[src/rtl/uas3d_pkg.sv]
// Package of shared types, constants and operand tables for the upwind advection stencil.
package uas3d_pkg;

    localparam int MAX_SIZE_X_DEF = 64;
    localparam int MAX_SIZE_Y_DEF = 64;
    localparam int DATA_WIDTH_DEF = 32;
    localparam int FRAC_BITS      = 16;

    localparam int QUEUE_DEPTH = 4;
    localparam int QCW         = $clog2(QUEUE_DEPTH + 1);

    localparam logic [6:0]  SIZE_X_RESET = 7'd64;
    localparam logic [6:0]  SIZE_Y_RESET = 7'd64;
    localparam logic [15:0] SIZE_Z_RESET = 16'd64;
    localparam logic [15:0] GAIN_RESET   = 16'd655;

    typedef enum logic [1:0] {
        CFG_SIZE_X = 2'd0,
        CFG_SIZE_Y = 2'd1,
        CFG_SIZE_Z = 2'd2,
        CFG_GAIN   = 2'd3
    } cfg_idx_t;

    // Operand words handed from the front to the back through the queue.
    localparam int W_C    = 0;
    localparam int W_XM   = 1;
    localparam int W_XP   = 2;
    localparam int W_YM   = 3;
    localparam int W_YP   = 4;
    localparam int W_ZM   = 5;
    localparam int W_CUR  = 6;
    localparam int W_VX0  = 7;
    localparam int W_VX1  = 8;
    localparam int W_VY0  = 9;
    localparam int W_VY1  = 10;
    localparam int W_VZ0  = 11;
    localparam int W_VZ1  = 12;
    localparam int WORDS  = 13;

    localparam int FLUXES = 6;

    // Even fluxes enter the cell through a low face, odd ones leave through a high face.
    localparam int FLUX_VEL [FLUXES] = '{W_VX0, W_VX1, W_VY0, W_VY1, W_VZ0, W_VZ1};
    localparam int FLUX_UP  [FLUXES] = '{W_XM,  W_C,   W_YM,  W_C,   W_ZM,  W_C};
    localparam int FLUX_DN  [FLUXES] = '{W_C,   W_XP,  W_C,   W_YP,  W_C,   W_CUR};

    typedef struct packed {
        logic [5:0]  pos_x;
        logic [5:0]  pos_y;
        logic [15:0] pos_z;
        logic        last_cell;
    } pos_t;

endpackage

[src/rtl/uas3d_queue.sv]
// Short queue of operand words between the front end and the arithmetic back end.
module uas3d_queue #(
    parameter int WIDTH = 8
) (
    input  logic                      clk,
    input  logic                      rst_n,
    input  logic                      push,
    input  logic [WIDTH-1:0]          wr_data,
    input  logic                      pop,
    output logic [WIDTH-1:0]          rd_data,
    output logic                      empty,
    output logic [uas3d_pkg::QCW-1:0] count
);
    import uas3d_pkg::*;

    localparam int PW = $clog2(QUEUE_DEPTH);

    logic [WIDTH-1:0] slot_reg [QUEUE_DEPTH];
    logic [PW-1:0]    wr_ptr_reg, wr_ptr_next;
    logic [PW-1:0]    rd_ptr_reg, rd_ptr_next;
    logic [QCW-1:0]   count_reg,  count_next;

    always_comb
    begin
        wr_ptr_next = wr_ptr_reg;
        rd_ptr_next = rd_ptr_reg;
        if (push)
            wr_ptr_next = (wr_ptr_reg == PW'(QUEUE_DEPTH - 1)) ? '0 : wr_ptr_reg + PW'(1);
        if (pop)
            rd_ptr_next = (rd_ptr_reg == PW'(QUEUE_DEPTH - 1)) ? '0 : rd_ptr_reg + PW'(1);
        count_next = count_reg + QCW'(push) - QCW'(pop);
    end

    always_ff @(posedge clk or negedge rst_n)
    begin
        if (!rst_n)
        begin
            wr_ptr_reg <= '0;
            rd_ptr_reg <= '0;
            count_reg  <= '0;
        end
        else
        begin
            wr_ptr_reg <= wr_ptr_next;
            rd_ptr_reg <= rd_ptr_next;
            count_reg  <= count_next;
        end
    end

    always_ff @(posedge clk)
    begin
        if (push)
            slot_reg[wr_ptr_reg] <= wr_data;
    end

    assign rd_data = slot_reg[rd_ptr_reg];
    assign empty   = (count_reg == '0);
    assign count   = count_reg;

endmodule

[config.mk]
export PLATFORM = sky130hd
export DESIGN_NAME = uas3d_queue
export DESIGN_NICKNAME = d
export VERILOG_FILES = /design/src/rtl/uas3d_pkg.sv /design/src/rtl/uas3d_queue.sv
export SDC_FILE = /design/constraint.sdc
export NUM_CORES = 1
export LEC_CHECK = 0
export BUFFER_PORTS_ARGS = -buffer_cell sky130_fd_sc_hd__buf_2
export CAP_MARGIN = 15
export CORE_AREA = 2 2 76 78
export DETAILED_ROUTE_END_ITERATION = 8
export DIE_AREA = 0 0 78 80
export SETUP_SLACK_MARGIN = 0.05
export SYNTH_ARGS = -nofsm -noshare
export SYNTH_HDL_FRONTEND = slang
export SYNTH_SLANG_ARGS = --single-unit
export TNS_END_PERCENT = 20
[constraint.sdc]
create_clock -name clk -period 4.4 [get_ports clk]
set_clock_uncertainty 0.1 [all_clocks]
set_input_delay 0.44 -clock clk [delete_from_list [all_inputs] [get_ports clk]]
set_output_delay 0.44 -clock clk [all_outputs]
set_load 0.02 [all_outputs]
# Word-level counts from Yosys, hierarchy flattened
# Memory sizes are Yosys's and may differ from the RTL's.
# Cells that the tools add are included.
# W data, S select, Z words.
dict set report classes {
  reduce_logical 1
  addsub 4
  n_eq_ne 2
  n_mux 4
}
# operator count
set ops {}
lappend ops {{$add A2 B1 Y2 const B} 2}
lappend ops {{$eq A2 B2 Y1 const B} 2}
lappend ops {{$mux W2} 2}
lappend ops {{$add A3 B1 Y3} 1}
lappend ops {{$logic_not A3 Y1} 1}
lappend ops {{$sub A3 B1 Y3} 1}
lappend ops {{$mux W1} 2}
dict set report word_totals {
  wordCells 15
  mem_count 1
  mem_bits_rw 32
  register_bits 7
}
# name words width read_ports rd_clocked_by_memory_dff wr line_no
set memory_table {}
lappend memory_table {slot_reg 4 8 1 0 1 uas3d_queue.sv:18} ;# logic [WIDTH-1:0] slot_reg [QUEUE_DEPTH];

# Longest topological paths before layout
dict set report logic_depth {
  ltp_word 2
  ltp_mapped 8
  ltp_nobuf 8
}

# Least setup slack after synthesis
# Ideal clock, no wire load.
dict set report synth_path {
  path_type {reg2reg}
  startpoint {register count_reg[0], in the netlist count[0]}
  endpoint {register count_reg[2], in the netlist count[2]}
  slack_ps 2559
  stages_incl_launch_ff 9
  setup_ps 132
  arrival_time_ps 1608
  required_ps 4168
  n_path_buf 0
  cell_sequence {dfrtp_1 > inv_1 > ha_1 > inv_1 > ha_1 > inv_1 > fa_1 > xnor2_1 > xnor2_1}
}
dict set report synth_via {
  elab_chain_len 2
}
# element line_no
set synth_lines {}
lappend synth_lines {{from (decl)} uas3d_queue.sv:21} ;# logic [QCW-1:0] count_reg, count_next;
lappend synth_lines {{from (signal assigned)} uas3d_queue.sv:46} ;# count_reg <= count_next;
lappend synth_lines {{$add A3 B1 Y3} uas3d_queue.sv:31} ;# count_next = count_reg + QCW'(push) - QCW'(pop);
lappend synth_lines {{$sub A3 B1 Y3} uas3d_queue.sv:31}
lappend synth_lines {{net count_next[2]} uas3d_queue.sv:21}
# The timed path passes the listed nets, and every way through them passes these cells.
# A chain may end at the register's enable or synchronous reset.

# Worst setup path after layout
dict set report layout_path {
  startpoint {register rd_ptr_reg[0]}
  endpoint {output port rd_data[7]}
}
dict set report layout_via {
  elab_chain_len 1
}
# element line_no
set layout_lines {}
lappend layout_lines {{from (decl)} uas3d_queue.sv:20} ;# logic [PW-1:0] rd_ptr_reg, rd_ptr_next;
lappend layout_lines {{from (signal assigned)} uas3d_queue.sv:45} ;# rd_ptr_reg <= rd_ptr_next;
lappend layout_lines {{$mem_v2 Z4 W8} --}
lappend layout_lines {{to (decl)} uas3d_queue.sv:10} ;# output logic [WIDTH-1:0] rd_data,
# Every way passes these cells.

==> reports/qor.csv <==
metric;value;unit
GRT Total Usage;8.87;%
worst hold-check path type;input pin to flip-flop;
Critical Path, Cell by Cell;mux4_2 > buf_2;
RSZ-0062 raised after global routing;no;
Seq/Total Area, Yosys;72.9;%
multi-input logic area;384;um^2
Critical Path Source;rd_ptr_reg[0];
final wirelength;2430;um
drc violations;0;
Final Cell Area;0.00184;mm^2
dpl ws;2360;ps
Antenna Nets Post-Route;0;
HPWL after DPL;1730;um
Placed Area;0.00175;mm^2
Detailed Routing Iterations Pass 1;3;
number of clock buffers inserted by TritonCTS;5;
fraction of layout cells with a size suffix above 1;35.5;%
CTS sink cnt;39;
Core Footprint;0.00541;mm^2
cells after synthesis;77;
Port Buf Inserts;23;
Post-Syn Area;0.00156;mm^2
slew of the pin with the lowest slew margin;590;ps
Ys Warns;0;
die area;0.00624;mm^2
r2r startpoint;count[0];
Die X;78;um
Crit path largest cell delay;720;ps
FILL cells;543;
hold buffers post-CTS;1;
CTS tree;built;
crit path max-delay cell type;dfrtp_1;
largest area contributor in the netlist;edfxtp_1;
Design Power;1.16;mW
DR WL/cell;13.6;um
FP Rows;27;
type of the worst setup path;flip-flop to primary output;
number of global-route vias before repair;813;
postcts setup bufs;0;
setup TNS;0;ps
Core Util, Final;34.0;%
Reg clk slew, reported paths;70;ps
Skew-Pair Late Insertion Delay;290;ps
htree depth;2;
Worst Path Required;3860;ps
crit path buf inv count;1;
crit share post-route;52.4;%
diode count;0;
via density per instance;4.22;
Synthesized Nets;97;
cts repair resizes;0;
Area Growth Syn to Fin;17.9;%
final worst slack;2100;ps
first-pass GRT wire length;3910;um
Yosys top cell area share;61.6;%
Mapped Avg Cell Area;20.2;um^2
Routability Congestion;0.658;
Max Cap Viol;0;
Unique masters post-synth;16;
Starting Density;28.8;%
Period minus WS final;2300;ps
Seq cells post-synth;39;
startpoint type of the worst setup path;flip-flop;
critical path fanouts, max;11;
PwrDens;631;mW/mm^2
Synth area leaders;edfxtp_1 (62%), mux4_2 (12%), dfrtp_1 (11%);
Highest Clock Rate;434;MHz
largest net degree at the start of global routing;12;
# setup viols final;0;
internal reg-to-reg setup slack;2620;ps
VDD IR-drop max;0.000263;V
R2R depth;8;
Via Count;756;
status;finished, final reports clean;
Root Buffer;clkbuf_8;
Levels on crit path;2;
Layout Nets;126;
category of the worst setup path capture point;primary output;
R2R Path End;count[2];
I/O Pins;24;
worst endpoint data arrival time;1760;ps
Pleak;0.687;nW
Critical Path End;rd_data[7];
grt total ovfl;0;
CTS max path bufs;2;
DRT iter0 DRCs;26;
FF+latch area;0.00114;mm^2
Max-slew headroom;60.6;%
final hold vios;0;
initial antenna violation count;0;
Slew Limit Fails;0;
delay-heaviest family, CP;flip-flops;
max FFs per register;32;
Die Y;80;um
==> cell families (layout without fill, tap and decap cells) <==
family | Yosys count | count (layout) | share of synthesized area, %
and+or+nand+nor | 8 | 8 | 2.97
xor gates and xnor gates | 2 | 2 | 1.12
AOI/OAI and AO/OA | 2 | 2 | 0.642
adders and majority gates | 8 | 8 | 6.90
buffers and inverters | 8 | 38 | 2.49
muxes | 10 | 10 | 13.0
DFF | 39 | 39 | 72.9
==> report_power, final <==
part / leakage [nW] / switching (mW) / internal [mW]
Combinational: 0.270 / 0.199 / 0.179
Clock: 0.0403 / 0.113 / 0.108
Sequential: 0.377 / 0.0742 / 0.487
==> cell usage in the layout (no fill, tap or decap), types with 4 or more instances in the layout <==
| master | netlist | routed |
|---|---|---|
| and2_1 | 4 | 4 |
| buf_2 | 1 | 23 |
| clkbuf_8 | 0 | 5 |
| dfrtp_1 | 7 | 7 |
| edfxtp_1 | 32 | 32 |
| ha_1 | 7 | 7 |
| inv_1 | 6 | 6 |
| mux4_2 | 8 | 8 |
==> synthesized netlist by cell type <==
master	instances
or3b_1	1
buf_6	1
nand2_1	1
buf_2	1
edfxtp_1	32
mux2_2	2
ha_1	7
dfrtp_1	7
fa_1	1
inv_1	6
o21ai_0	2
mux4_2	8
xnor2_1	2
and2_1	4
nor3_1	1
nor2_1	1
==> stage by stage <==
step | hold WS, ps | instances
floorplan | 44.4 | 77
global placement | 179 | 170
detailed placement | 186 | 170
CTS | 256 | 179
global route | 254 | 179
finish | 268 | 179
==> worst register-to-register path: stages, from the launching register on <==
cell and delay, ps:
dfrtp_1 380, inv_1 50, ha_1 260, inv_1 50
ha_1 130, inv_1 50, fa_1 370, xnor2_1 180
xnor2_1 130
==> layer usage <==
| metal | track usage (%) | wire, um |
|---|---|---|
| met3 | 3.96 | 175 |
| met4 | 4.21 | 44 |
| met2 | 15.9 | 1270 |
| met1 | 8.78 | 946 |
| met5 | 0 | 0 |
==> worst min path at each step <==
stage                    start             end  slack [ps]  depth (start not counted)
detailed placement       rst_n        count[0]         190                          1
global placement         rst_n        count[0]         180                          1
CTS                 wr_data[7]  slot_reg[1][7]         260                          1
global route        wr_data[7]  slot_reg[1][7]         250                          1
floorplan                rst_n        count[0]          40                          0
finish              wr_data[7]  slot_reg[0][7]         270                          1
==> cell type report <==
type	count	share of cell area, %
clock buffer	6	3.95
multi-input combinational	30	20.9
timing repair buffer	24	6.81
clock inverter	2	0.408
inverter	6	1.23
sequential	39	61.8
tap	72	4.90
No activity file was read; power rests on OpenSTA's default activity.
